[src/hw/rtl/ilt_pkg.sv]
package ilt_pkg;

    localparam int MODE_W = 2;
    localparam int CODE_W = 8;
    localparam int KIND_W = 3;
    localparam int FIELD_COL_W = 12;

    typedef logic [MODE_W-1:0] mode_t;
    typedef logic [KIND_W-1:0] kind_t;
    typedef logic [CODE_W-1:0] code_t;
    typedef logic [1:0] seen_t;

    localparam mode_t MODE_WS    = 2'd0;
    localparam mode_t MODE_TOKEN = 2'd1;
    localparam mode_t MODE_OPEN  = 2'd2;
    localparam mode_t MODE_CLOSE = 2'd3;

    localparam kind_t KIND_NEWLINE  = 3'd0;
    localparam kind_t KIND_INDENT   = 3'd1;
    localparam kind_t KIND_UNINDENT = 3'd2;
    localparam kind_t KIND_ERROR    = 3'd3;
    localparam kind_t KIND_MIXED    = 3'd4;
    localparam kind_t KIND_PAREN    = 3'd5;
    localparam kind_t KIND_OVERFLOW = 3'd6;

    localparam code_t CHAR_NL    = 8'd10;
    localparam code_t CHAR_TAB   = 8'd9;
    localparam code_t CHAR_SPACE = 8'd32;

    localparam seen_t SEEN_NONE  = 2'd0;
    localparam seen_t SEEN_SPACE = 2'd1;
    localparam seen_t SEEN_TAB   = 2'd2;

endpackage

[src/hw/rtl/ilt_ram.sv]
module ilt_ram #(
    parameter int WIDTH = 12,
    parameter int DEPTH = 32
) (
    input  logic                     clk,
    input  logic                     we,
    input  logic [$clog2(DEPTH)-1:0] waddr,
    input  logic [WIDTH-1:0]         wdata,
    input  logic                     re,
    input  logic [$clog2(DEPTH)-1:0] raddr,
    output logic [WIDTH-1:0]         rdata
);

    logic [WIDTH-1:0] mem [DEPTH];

    always_ff @(posedge clk)
    begin
        if (we)
        begin
            mem[waddr] <= wdata;
        end
        if (re)
        begin
            rdata <= mem[raddr];
        end
    end

endmodule

[src/hw/rtl/indent_layout_tracker_top.sv]
// Offside-rule layout tracker.
// Input channel (in_valid/in_ready): one classified character event per
// transfer: whitespace byte, token start, open paren or close paren.
// Output channel (out_valid/out_ready): layout results (newline, indent,
// unindent, layout error, mixed indent, paren saved, overflow); last marks
// the final result caused by an input item. Items that cause no result give
// no transfer.
// An item is taken when idle and worked in dispatch the cycle after. A token
// start then goes to drain, which pops one unindent per cycle while the output
// register is free, then ends the item or, after a newline, goes to the layout
// decision; an overflow result comes first if the push would be dropped, and
// drain runs again when unindents follow the layout. The entry below the top is
// held in a register and refilled from the stack RAM, whose registered read is
// forwarded into the next pop. A result sits on the output register the cycle
// after the state that makes it; for whitespace and paren items that is the
// cycle after dispatch. A due result that finds the output register full holds
// the sequencer until it frees up, and no new item is taken meanwhile.
// Reset leaves a one-entry stack at column zero and needs no clearing pass;
// an item may follow reset at once.
module indent_layout_tracker_top #(
    parameter int STACK_DEPTH = 32,
    parameter int COLUMN_BITS = 12
) (
    input  logic                                clk,
    input  logic                                rst_n,
    input  logic                                in_valid,
    output logic                                in_ready,
    input  logic [ilt_pkg::MODE_W-1:0]          mode,
    input  logic [ilt_pkg::CODE_W-1:0]          char_code,
    input  logic [ilt_pkg::FIELD_COL_W-1:0]     restore_indent,
    input  logic                                restore_flag,
    output logic                                out_valid,
    input  logic                                out_ready,
    output logic [ilt_pkg::KIND_W-1:0]          kind,
    output logic [ilt_pkg::FIELD_COL_W-1:0]     saved_indent,
    output logic                                saved_flag,
    output logic                                last
);

    localparam int AW = $clog2(STACK_DEPTH);
    localparam int CW = $clog2(STACK_DEPTH + 1);
    localparam int FW = ilt_pkg::FIELD_COL_W;

    localparam logic [1:0] ST_IDLE     = 2'd0;
    localparam logic [1:0] ST_DISPATCH = 2'd1;
    localparam logic [1:0] ST_DRAIN    = 2'd2;
    localparam logic [1:0] ST_LAYOUT   = 2'd3;

    localparam logic [CW-1:0] CNT_ONE   = CW'(1);
    localparam logic [CW-1:0] CNT_THREE = CW'(3);
    localparam logic [CW-1:0] CNT_FULL  = CW'(STACK_DEPTH);
    localparam logic [COLUMN_BITS-1:0] COL_MAX = '1;

    logic [1:0]                 state_reg, state_next;
    ilt_pkg::mode_t             mode_reg;
    ilt_pkg::code_t             code_reg;
    logic [COLUMN_BITS-1:0]     rind_reg;
    logic                       rflag_reg;

    logic [CW-1:0]              count_reg, count_next;
    logic [COLUMN_BITS-1:0]     top_reg, top_next;
    logic [COLUMN_BITS-1:0]     below_reg, below_next;
    logic                       fill_reg, fill_next;
    logic                       fill_zero_reg, fill_zero_next;
    logic [COLUMN_BITS-1:0]     indent_reg, indent_next;
    ilt_pkg::seen_t             seen_reg, seen_next;
    logic                       after_nl_reg, after_nl_next;
    logic [COLUMN_BITS-1:0]     col_reg, col_next;
    logic                       pending_reg, pending_next;
    logic                       ovf_done_reg, ovf_done_next;

    logic                       out_valid_reg;
    ilt_pkg::kind_t             kind_reg;
    logic [FW-1:0]              saved_indent_reg;
    logic                       saved_flag_reg;
    logic                       last_reg;

    logic                       emit;
    ilt_pkg::kind_t             e_kind;
    logic [FW-1:0]              e_saved;
    logic                       e_flag;
    logic                       e_last;

    logic                       ram_we, ram_re;
    logic [AW-1:0]              ram_waddr, ram_raddr;
    logic [COLUMN_BITS-1:0]     ram_wdata, ram_rdata;

    logic                       can_emit;
    logic [COLUMN_BITS-1:0]     below_eff;
    logic [CW-1:0]              cnt_m1, cnt_m3;
    logic                       full;
    logic [FW+COLUMN_BITS-1:0]  indent_wide;
    logic [COLUMN_BITS+FW-1:0]  rind_wide;
    logic                       is_space, is_tab, mixed;
    ilt_pkg::seen_t             ws_kind;
    logic                       need_push, drain_more;

    ilt_ram #(
        .WIDTH(COLUMN_BITS),
        .DEPTH(STACK_DEPTH)
    ) u_stack (
        .clk  (clk),
        .we   (ram_we),
        .waddr(ram_waddr),
        .wdata(ram_wdata),
        .re   (ram_re),
        .raddr(ram_raddr),
        .rdata(ram_rdata)
    );

    assign can_emit    = !out_valid_reg || out_ready;
    assign below_eff   = fill_reg ? (fill_zero_reg ? '0 : ram_rdata) : below_reg;
    assign cnt_m1      = count_reg - CNT_ONE;
    assign cnt_m3      = count_reg - CNT_THREE;
    assign full        = (count_reg == CNT_FULL);
    assign indent_wide = {{FW{1'b0}}, indent_reg};
    assign rind_wide   = {{COLUMN_BITS{1'b0}}, restore_indent};
    assign is_space    = (code_reg == ilt_pkg::CHAR_SPACE);
    assign is_tab      = (code_reg == ilt_pkg::CHAR_TAB);
    assign ws_kind     = is_space ? ilt_pkg::SEEN_SPACE : ilt_pkg::SEEN_TAB;
    assign mixed       = after_nl_reg && (is_space || is_tab)
                         && (seen_reg != ilt_pkg::SEEN_NONE) && (seen_reg != ws_kind);
    assign need_push   = pending_reg || (col_reg > indent_reg);

    always_comb
    begin
        state_next     = state_reg;
        count_next     = count_reg;
        top_next       = top_reg;
        below_next     = below_eff;
        fill_next      = 1'b0;
        fill_zero_next = fill_zero_reg;
        indent_next    = indent_reg;
        seen_next      = seen_reg;
        after_nl_next  = after_nl_reg;
        col_next       = col_reg;
        pending_next   = pending_reg;
        ovf_done_next  = ovf_done_reg;
        emit           = 1'b0;
        e_kind         = ilt_pkg::KIND_NEWLINE;
        e_saved        = '0;
        e_flag         = 1'b0;
        e_last         = 1'b1;
        ram_we         = 1'b0;
        ram_waddr      = count_reg[AW-1:0];
        ram_wdata      = '0;
        ram_re         = 1'b0;
        ram_raddr      = cnt_m3[AW-1:0];
        drain_more     = 1'b0;

        unique case (state_reg)
            ST_IDLE:
            begin
                if (in_valid)
                begin
                    state_next = ST_DISPATCH;
                end
            end
            ST_DISPATCH:
            begin
                unique case (mode_reg)
                    ilt_pkg::MODE_WS:
                    begin
                        if (code_reg == ilt_pkg::CHAR_NL)
                        begin
                            after_nl_next = 1'b1;
                            col_next      = '0;
                            state_next    = ST_IDLE;
                        end
                        else if (!mixed || can_emit)
                        begin
                            if (col_reg != COL_MAX)
                            begin
                                col_next = col_reg + COLUMN_BITS'(1);
                            end
                            if (after_nl_reg && (is_space || is_tab)
                                && (seen_reg == ilt_pkg::SEEN_NONE))
                            begin
                                seen_next = ws_kind;
                            end
                            emit       = mixed;
                            e_kind     = ilt_pkg::KIND_MIXED;
                            state_next = ST_IDLE;
                        end
                    end
                    ilt_pkg::MODE_TOKEN:
                    begin
                        state_next = ST_DRAIN;
                    end
                    ilt_pkg::MODE_OPEN:
                    begin
                        if (can_emit)
                        begin
                            emit         = 1'b1;
                            e_kind       = ilt_pkg::KIND_PAREN;
                            e_saved      = indent_wide[FW-1:0];
                            e_flag       = pending_reg;
                            pending_next = 1'b1;
                            state_next   = ST_IDLE;
                        end
                    end
                    ilt_pkg::MODE_CLOSE:
                    begin
                        indent_next = rind_reg;
                        if (!pending_reg && (rind_reg == top_reg) && (count_reg > CNT_ONE))
                        begin
                            count_next     = cnt_m1;
                            top_next       = below_eff;
                            ram_re         = 1'b1;
                            fill_next      = 1'b1;
                            fill_zero_next = (count_reg <= CNT_THREE);
                        end
                        pending_next = rflag_reg;
                        state_next   = ST_IDLE;
                    end
                    default:
                    begin
                        state_next = ST_IDLE;
                    end
                endcase
            end
            ST_DRAIN:
            begin
                if ((count_reg > CNT_ONE) && (top_reg > indent_reg))
                begin
                    if (can_emit)
                    begin
                        count_next     = cnt_m1;
                        top_next       = below_eff;
                        ram_re         = 1'b1;
                        fill_next      = 1'b1;
                        fill_zero_next = (count_reg <= CNT_THREE);
                        emit           = 1'b1;
                        e_kind         = ilt_pkg::KIND_UNINDENT;
                        e_last         = !after_nl_reg
                                         && !((cnt_m1 > CNT_ONE) && (below_eff > indent_reg));
                    end
                end
                else
                begin
                    ovf_done_next = 1'b0;
                    state_next    = after_nl_reg ? ST_LAYOUT : ST_IDLE;
                end
            end
            ST_LAYOUT:
            begin
                if (can_emit)
                begin
                    emit = 1'b1;
                    if (need_push && full && !ovf_done_reg)
                    begin
                        // push will be dropped: report it ahead of the layout result
                        e_kind        = ilt_pkg::KIND_OVERFLOW;
                        e_last        = 1'b0;
                        ovf_done_next = 1'b1;
                    end
                    else
                    begin
                        ovf_done_next = 1'b0;
                        after_nl_next = 1'b0;
                        if (pending_reg)
                        begin
                            if (!full)
                            begin
                                ram_we     = 1'b1;
                                ram_wdata  = indent_reg;
                                below_next = top_reg;
                                top_next   = indent_reg;
                                count_next = count_reg + CNT_ONE;
                            end
                            indent_next  = col_reg;
                            pending_next = 1'b0;
                            e_kind       = ilt_pkg::KIND_NEWLINE;
                        end
                        else if (col_reg > indent_reg)
                        begin
                            if (!full)
                            begin
                                ram_we     = 1'b1;
                                ram_wdata  = col_reg;
                                below_next = top_reg;
                                top_next   = col_reg;
                                count_next = count_reg + CNT_ONE;
                            end
                            indent_next = col_reg;
                            e_kind      = ilt_pkg::KIND_INDENT;
                        end
                        else if (col_reg < top_reg)
                        begin
                            if (count_reg > CNT_ONE)
                            begin
                                count_next     = cnt_m1;
                                top_next       = below_eff;
                                ram_re         = 1'b1;
                                fill_next      = 1'b1;
                                fill_zero_next = (count_reg <= CNT_THREE);
                            end
                            indent_next = col_reg;
                            e_kind      = (top_next < col_reg) ? ilt_pkg::KIND_ERROR
                                                               : ilt_pkg::KIND_UNINDENT;
                        end
                        else
                        begin
                            e_kind = ilt_pkg::KIND_NEWLINE;
                        end
                        drain_more = (count_next > CNT_ONE) && (top_next > indent_next);
                        e_last     = !drain_more;
                        state_next = drain_more ? ST_DRAIN : ST_IDLE;
                    end
                end
            end
            default:
            begin
                state_next = ST_IDLE;
            end
        endcase
    end

    always_ff @(posedge clk or negedge rst_n)
    begin
        if (!rst_n)
        begin
            state_reg     <= ST_IDLE;
            count_reg     <= CNT_ONE;
            top_reg       <= '0;
            below_reg     <= '0;
            fill_reg      <= 1'b0;
            fill_zero_reg <= 1'b0;
            indent_reg    <= '0;
            seen_reg      <= ilt_pkg::SEEN_NONE;
            after_nl_reg  <= 1'b0;
            col_reg       <= '0;
            pending_reg   <= 1'b0;
            ovf_done_reg  <= 1'b0;
            out_valid_reg <= 1'b0;
        end
        else
        begin
            state_reg     <= state_next;
            count_reg     <= count_next;
            top_reg       <= top_next;
            below_reg     <= below_next;
            fill_reg      <= fill_next;
            fill_zero_reg <= fill_zero_next;
            indent_reg    <= indent_next;
            seen_reg      <= seen_next;
            after_nl_reg  <= after_nl_next;
            col_reg       <= col_next;
            pending_reg   <= pending_next;
            ovf_done_reg  <= ovf_done_next;
            if (emit)
            begin
                out_valid_reg <= 1'b1;
            end
            else if (out_ready)
            begin
                out_valid_reg <= 1'b0;
            end
        end
    end

    always_ff @(posedge clk)
    begin
        if (in_valid && in_ready)
        begin
            mode_reg  <= mode;
            code_reg  <= char_code;
            rind_reg  <= rind_wide[COLUMN_BITS-1:0];
            rflag_reg <= restore_flag;
        end
        if (emit)
        begin
            kind_reg         <= e_kind;
            saved_indent_reg <= e_saved;
            saved_flag_reg   <= e_flag;
            last_reg         <= e_last;
        end
    end

    assign in_ready     = (state_reg == ST_IDLE);
    assign out_valid    = out_valid_reg;
    assign kind         = kind_reg;
    assign saved_indent = saved_indent_reg;
    assign saved_flag   = saved_flag_reg;
    assign last         = last_reg;

endmodule
[config.mk]
export PLATFORM = sky130hd
export DESIGN_NAME = indent_layout_tracker_top
export DESIGN_NICKNAME = d
export VERILOG_FILES = /design/src/hw/rtl/ilt_pkg.sv /design/src/hw/rtl/ilt_ram.sv /design/src/hw/rtl/indent_layout_tracker_top.sv
export SDC_FILE = /design/constraint.sdc
export NUM_CORES = 1
export LEC_CHECK = 0
export CAP_MARGIN = 20
export CORE_ASPECT_RATIO = 0.5
export CORE_MARGIN = 2
export CORE_UTILIZATION = 55
export DETAILED_ROUTE_END_ITERATION = 12
export DONT_BUFFER_PORTS = 1
export PLACE_DENSITY = 0.7
export SYNTH_ARGS = -nofsm -noshare
export SYNTH_HDL_FRONTEND = slang
export SYNTH_SLANG_ARGS = --single-unit
[constraint.sdc]
create_clock -name clk -period 8.5 [get_ports clk]
set_input_delay 1.7 -clock clk [delete_from_list [all_inputs] [get_ports clk]]
set_output_delay 1.7 -clock clk [all_outputs]
set_load 0.01 [all_outputs]
==> impl_results.md, run 1 <==
* Worst-path fanout max at 12
* Max frequency at roughly 200 MHz
* Die ar. at between 40000 and 50000 sq um
* Fin area at 25300 sq um
* Setup crit start kind: flop
* Vias in the first global route at approximately 13000
* Clock power frac at a little over a fifth
* Die Y at roughly 150 um
* Arr. time, crit path at around 5.3 ns
* H-Tree Level Count at 2
* Post-CTS setup buffer count at 0
* Fin. Hold Viols at 0
* Minimum clock period at 4.99 ns
* Net Count, Synth at about 1600
* EDFF count, synth at between 400 and 500
* Final GP Congestion at 0.963
* Starting Density at 56.2%
* Buffers on Ports at 0
* IO Pins at 46
* Top cells by area, synth: edfxtp_1 (57%), mux4_2 (12%), dfrtp_1 (6.9%), ha_1 (4.2%), mux2_2 (1.6%)
* Critical path class: flop to flop
* CP Capture Type: flop
* Part of the Yosys area used for sequential elements at between 60 and 70%
* Detailed placement HPWL at 38200 um
* Clock latency on the worst-skew pair at 0.59 ns
* Top_reg_cell synth: edfxtp_1
* Worst-path clk slew at around 0.07 ns
* DR vias/cell at around 6.6
* Number of distinct library cells after synthesis at between 70 and 80
* Overall Power at roughly 10 mW
* Switching Power at roughly 4.0 mW
* CTS buffer count at 44
* Maxcap violations at 0
* Gate Count Post-Synth at between 1000 and 1500
* R2r setup slk at ~3.5 ns
* DRC Markers at 0
* Area grow syn2layout at 10.5%
* DRT Wirelength at slightly below 60000 um
* Root Buffer: clkbuf_16
* Share of post-route cells with drive strength above 1 at roughly a fifth
* Routed WL per cell at ~28 um
* Final ANT Viol Nets at 0
* Yosys warns at 0
* Synth top area share at between 50 and 60%
* Maximum buffer depth of the clock tree at 3
* Mapped Area at about 23000 sq um
* DRT Pass-1 Iters at 5
* Critical Path RT at just under 9 ns
* RSZ-0062 raised after global routing: no
* Power Density at around 400 nW/um^2
* Rel. slew slack at 28.8%
* Worst-margin pin slew at 1.06 ns
* Largest register by flop count: u_stack.mem
* Sw frac at between 30% and 40%
* Setup TNS at 0 ns
* Gate power share at around 46%
* Asr flop ratio synth at ~13%
* Post-Place Cell Area at 23500 sq um
* HP Class: flop to flop
* Core area at about 40000 sq um
* First-pass GRT wire length at about 87000 um
* Leak at just under 9 nW
* Flop pwr share at 33.5%
* TritonCTS clock tree: built
* Post-synth top area cell: edfxtp_1
* Grt total ovfl at 0
* Nets at 1610
* Post-CTS Hold Buffers at 0
* Post-CTS Resized at 0
* Largest register FFs at 384
* Initial drt markers at approximately 2000
* Synth Register Bits at 500
* Slew Limit Fails at 0
* Pint at around 6.2 mW
* Via count at ~14000
* Max rail drop VDD at roughly 0.27 mV
* CTS Sinks at 500
* Width of the die at 293 um
* Largest net degree at the start of global routing at 65
* Avg Cell Area, Syn at 15.4 sq um
* Status: completed
* Clock skew at about 0.038 ns
* Row Count at 52
* Diode count at 0
* Final period util at 58.7%
* Setup violators final at 0
* GR Util All Layers at a little over a quarter
* Initial antenna violation count at 0
area by class of cell:
type	count	area (sq um)
Fill cell	2907	15400
Clock buffer	55	1150
Timing Repair Buffer	56	492
Multi-Input combinational cell	835	7670
Clock inverter	26	354
Inverter	70	263
Sequential cell	500	14700
Tap cell	540	676
worst paths after layout:
path	startpoint	end	cells after the start
setup / recovery	indent_reg[11]	last	18
hold / removal	seen_reg[0]	seen_reg[1]	1
setup reg to reg	indent_reg[11]	last	18
hold reg to reg	seen_reg[0]	seen_reg[1]	1
max in group asynchronous	rst_n	count_reg[0]	0
min in group asynchronous	rst_n	col_reg[3]	0
per-stage QoR:
step | cells | setup WS, ns | util, % | hold WS (ns)
2_1_floorplan | 1482 | 4.53 | - | 0.450
3_3_place_gp | 1968 | 3.54 | 57.6 | 0.471
3_5_place_dp | 1969 | 3.52 | 57.7 | 0.504
4_1_cts | 2050 | 3.51 | 61.4 | 0.515
5_1_grt | 2082 | 3.14 | 62.1 | 0.537
6_report | 2082 | 3.51 | 62.1 | 0.506
cells in the final DEF (no fill, tap or decap), types with 5 or more instances in the layout:
cell type / Yosys / routed
mux2i_1: 23 / 23
a21oi_1: 62 / 61
mux4_2: 120 / 120
or3_1: 6 / 6
clkbuf_1: 48 / 10
nor3_1: 31 / 29
a211oi_1: 10 / 10
o31a_1: 10 / 10
o211ai_1: 5 / 5
nor2b_1: 19 / 19
clkbuf_16: 0 / 44
nand3_1: 22 / 22
o21ai_0: 64 / 63
nand3b_1: 6 / 6
and3_1: 8 / 8
o311ai_0: 7 / 7
nand2_1: 74 / 73
dfrtp_1: 63 / 63
a22oi_1: 5 / 5
o22ai_1: 9 / 9
bufinv_16: 0 / 7
xnor2_1: 23 / 21
ha_1: 76 / 75
clkinv_1: 1 / 11
buf_6: 0 / 6
inv_1: 69 / 69
nor2_1: 95 / 91
nand4_1: 22 / 22
buf_4: 5 / 45
edfxtp_1: 436 / 436
and2_1: 11 / 8
a21o_1: 15 / 15
mux2_2: 33 / 33
xor2_1: 6 / 6
worst max-delay path: stages, from the launching register on:
cell      delay (ns)
dfrtp_1         0.45
inv_1           0.13
ha_1            0.36
nand4_2         0.15
o22ai_1         0.10
a31oi_2         0.27
a21o_1          0.35
and3_1          0.69
buf_4           0.35
nor2_1          0.12
o221ai_1        0.25
inv_1           0.09
ha_1            0.30
nand4_1         0.13
or2_2           0.31
o21ai_0         0.17
o221a_2         0.25
o21ai_0         0.08
a21o_1          0.18
cells by family (layout without fill, tap and decap cells):
kind of cell    count (synthesis)  count (layout)  share of synthesized area [%]
flops                         500             500                           64.2
mux                           177             177                           14.5
compound gates                233             233                           6.59
buf+inv                       147             207                           2.57
fa+ha+maj                      76              76                           4.15
simple gates                  320             320                           6.90
xor+xnor                       29              29                           1.11
synth_stat cells, drive strengths merged (11+ instances only):
cell,n
buf,29
inv,69
mux2,34
nor2,95
and2,11
mux4,120
nand4,23
edfxtp,436
nor2b,19
nand2,74
o21ai,68
a21o,15
ha,76
clkbuf,48
nor3,32
mux2i,23
nand3,22
dfrtp,63
xnor2,23
a21oi,64
metal layers:
layer  track usage (%)  vias to the layer above  share of wire (%)
met1              43.1                     7060                 44
li1                  -                     5842                  -
met3              5.38                       77                9.5
met5                 0                        -                  0
met4              4.77                        0                1.7
met2              40.9                      767                 44
power groups by stage:
stage / combinational, mW / clock [mW] / sequential [mW]
4_1_cts: 4.56 / 2.14 / 3.39
3_5_place_dp: 4.53 / 0 / 3.44
2_1_floorplan: 3.28 / 0 / 3.21
5_1_grt: 4.98 / 2.23 / 3.43
6_report: 4.63 / 2.11 / 3.40
3_3_place_gp: 4.47 / 0 / 3.43
No activity file was read; power rests on OpenSTA's default activity.
==> inputs of run 2 (changes only) <==
--- a/config.mk
+++ b/config.mk
@@ -11,7 +11,7 @@
 export CORE_UTILIZATION = 55
 export DETAILED_ROUTE_END_ITERATION = 12
 export DONT_BUFFER_PORTS = 1
-export PLACE_DENSITY = 0.7
+export PLACE_DENSITY = 0.73
 export SYNTH_ARGS = -nofsm -noshare
 export SYNTH_HDL_FRONTEND = slang
 export SYNTH_SLANG_ARGS = --single-unit
==> constraint.sdc (replaced) <==
create_clock -name clk -period 4.04 [get_ports clk]
set_input_delay 0.808 -clock clk [delete_from_list [all_inputs] [get_ports clk]]
set_output_delay 0.808 -clock clk [all_outputs]
set_load 0.01 [all_outputs]
==> impl_results.md, run 2 (synthesis gave the netlist of run 1 again) <==
* Status: completed
* Critical Path, Cell by Cell: ha_1, nand4_2, nor2_2, a31oi_2, a21o_1, and3_2, buf_4, o21ai_0, o311ai_1, ha_1, nand4_1, or2_2, o21ai_0, o221a_2, o21ai_0, a21o_1
* Diode count at 0 (unchanged)
* Slowest library cell on the worst path: dfrtp_1
* Final GP Congestion at 0.990 (+2.8%)
* PnR worst setup slack at 0.101 ns (-3.41 ns)
* Met3 Use GR at 5.33% (-0.045 points)
* CTS Sinks at 500 (unchanged)
* Critical path class: flop to flop
* Vias in the first global route at 13900 (+5.3%)
* DRC Markers at 0 (unchanged)
* DRT Pass-1 Iters at 9 (+4)
* Row Count at 52 (unchanged)
* Critical Path RT at 4.38 ns (-4.43 ns)
* Grt total ovfl at 0 (unchanged)
* Worst-path clk slew at 0.07 ns (about the same)
* Setup violators final at 0 (unchanged)
* Layout Utilization at 63.9% (+1.8 points)
* Power Density at 846 nW/um^2 (+110%)
* Via count at 14300 (+3.8%)
* Maxcap violations at 0 (unchanged)
* Initial antenna violation count at 1 (+1)
* Worst-path fanout max at 8 (-4)
* Commonest non-fill, non-tap cells in the layout: edfxtp_1 (436), buf_4 (161), mux4_2 (120)
* Slew Limit Fails at 0 (unchanged)
* Met1 usage at 42.6% (-0.47 points)
* Clock latency on the worst-skew pair at 0.59 ns (about the same)
* Leak at 9.43 nW (+5.3%)
* Overall Power at 22.0 mW (+120%)
* Commonest non-fill, non-tap cell in the layout: edfxtp_1
* Largest net degree at the start of global routing at 77 (+18%)
* DP Worst Slack at -0.0683 ns (-3.59 ns)
* Routed WL per cell at 28.1 um (-0.46%)
* Setup TNS at 0 ns (unchanged)
* Share of post-route cells with drive strength above 1 at 25.7% (+6.1 points)
* Final ANT Viol Nets at 0 (unchanged)
* Largest register by flop count: u_stack.mem
* Detailed placement HPWL at 40900 um (+7.0%)
* Die Y at 148 um (unchanged)
* CP Capture Type: flop
* Worst-margin pin slew at 0.878 ns (-0.186 ns)
* Core area at 40700 sq um (unchanged)
* Starting Density at 56.2% (unchanged)
* Fin. Hold Viols at 0 (unchanged)
* Buffers on Ports at 0 (unchanged)
* H-Tree Level Count at 2 (unchanged)
* Launch point of the worst path: col_reg[9]
* Clock skew at 0.0240 ns (-0.0142 ns)
* First-pass GRT wire length at 91100 um (+4.5%)
* Minimum clock period at 3.94 ns (-1.05 ns)
* DR vias/cell at 6.51 (-1.4%)
* Met2 Resource Use GR at 44.1% (+3.3 points)
* # fillers at 2834 (-2.5%)
* Die ar. at 43400 sq um (unchanged)
* Arr. time, crit path at 4.28 ns (-1.03 ns)
* Max frequency at 254 MHz (+27%)
* Area of the multi-input gates at 7750 sq um (+1.1%)
* Area grow syn2layout at 13.7%
* Max rail drop VDD at 0.528 mV (+96%)
* Final period util at 97.5% (+39 points)
* Reg area at 14700 sq um (about the same)
* Initial drt markers at 1789 (-8.9%)
* HP Class: primary input to asynchronous set/reset pin
* Max stage delay on crit path at 0.43 ns (-0.26 ns)
* Width of the die at 293 um (unchanged)
* Maximum buffer depth of the clock tree at 3 (unchanged)
* Root Buffer: clkbuf_16
* Largest register FFs at 384 (unchanged)
* RR Startpoint: col_reg[9]
* IO Pins at 46 (unchanged)
* Post-Place Cell Area at 24600 sq um (+4.5%)
* Top cell by count, worst path: o21ai_0
* GRT busiest layer: met2
* GR Util All Layers at 28.7% (+1.2 points)
* DRT Wirelength at 61500 um (+4.8%)
* Rel. slew slack at 41.4% (+13 points)
* CTS buffer count at 43 (-2.3%)
* Setup crit start kind: flop
* TritonCTS clock tree: built
* Fin area at 26000 sq um (+2.8%)
* Nets at 1721 (+6.9%)
-- run 2: cell types whose count changed in the layout (fill, tap and decap cells not counted), moves of 5 or more --
cell | previous run | this run
buf_4 | 45 | 161
o311ai_0 | 7 | 0
buf_6 | 6 | 0
bufinv_16 | 7 | 1
o311ai_1 | 0 | 5
-- run 2: path summary, 6_finish.rpt --
path	end	slack (ns)	cells after the start
max reg2reg	last	0.10	16
max	last	0.10	16
min in group clk	rind_reg[11]	0.31	0
min	count_reg[0]	0.06	0
max in group asynchronous	below_reg[5]	3.59	1
min reg2reg	seen_reg[1]	0.51	1
-- run 2: critical path: cells and delay by family (launching register included) --
family | cells | cell delay, ns
and+or+nand+nor | 5 | 0.99
DFF | 1 | 0.43
AOI/OAI and AO/OA | 8 | 1.41
buffers and inverters | 1 | 0.17
adders and majority gates | 2 | 0.68
-- run 2: repair_timing --
action | in CTS | in global routing
endpoints found under the setup margin | 2 | 2
pin swaps | 0 | 6
gates resized for setup | 3 | 29
cloned | 0 | 1
hold buffers | 1 | 0
buffers inserted | 0 | 5
endpoints found under the hold margin | 63 | 0
-- run 2: power by group --
part	switching, mW	internal [mW]
clock network	1.92	2.05
logic	6.37	4.94
registers	0.372	6.35
-- run 2: metrics by stage --
stage | cells | hold slack [ns]
2_1_floorplan | 1482 | 0.450
3_3_place_gp | 2106 | 0.475
3_5_place_dp | 2106 | 0.496
4_1_cts | 2186 | 0.0468
5_1_grt | 2192 | 0.0424
6_report | 2192 | 0.0649
-- run 2: layer usage --
layer / wire (um) / vias to the layer above
met4: 1730 / 0
met3: 6340 / 110
met1: 25300 / 7164
li1: - / 6083
met5: 0 / -
met2: 28100 / 910
-- run 2: final cells by class --
class	count	area share (%)
well taps	540	2.60
clock buffers	54	4.29
repair buffers	167	5.12
flip-flops and latches	500	56.5
inverters	70	1.01
clock inverters	25	0.692
multi-input cells	836	29.8
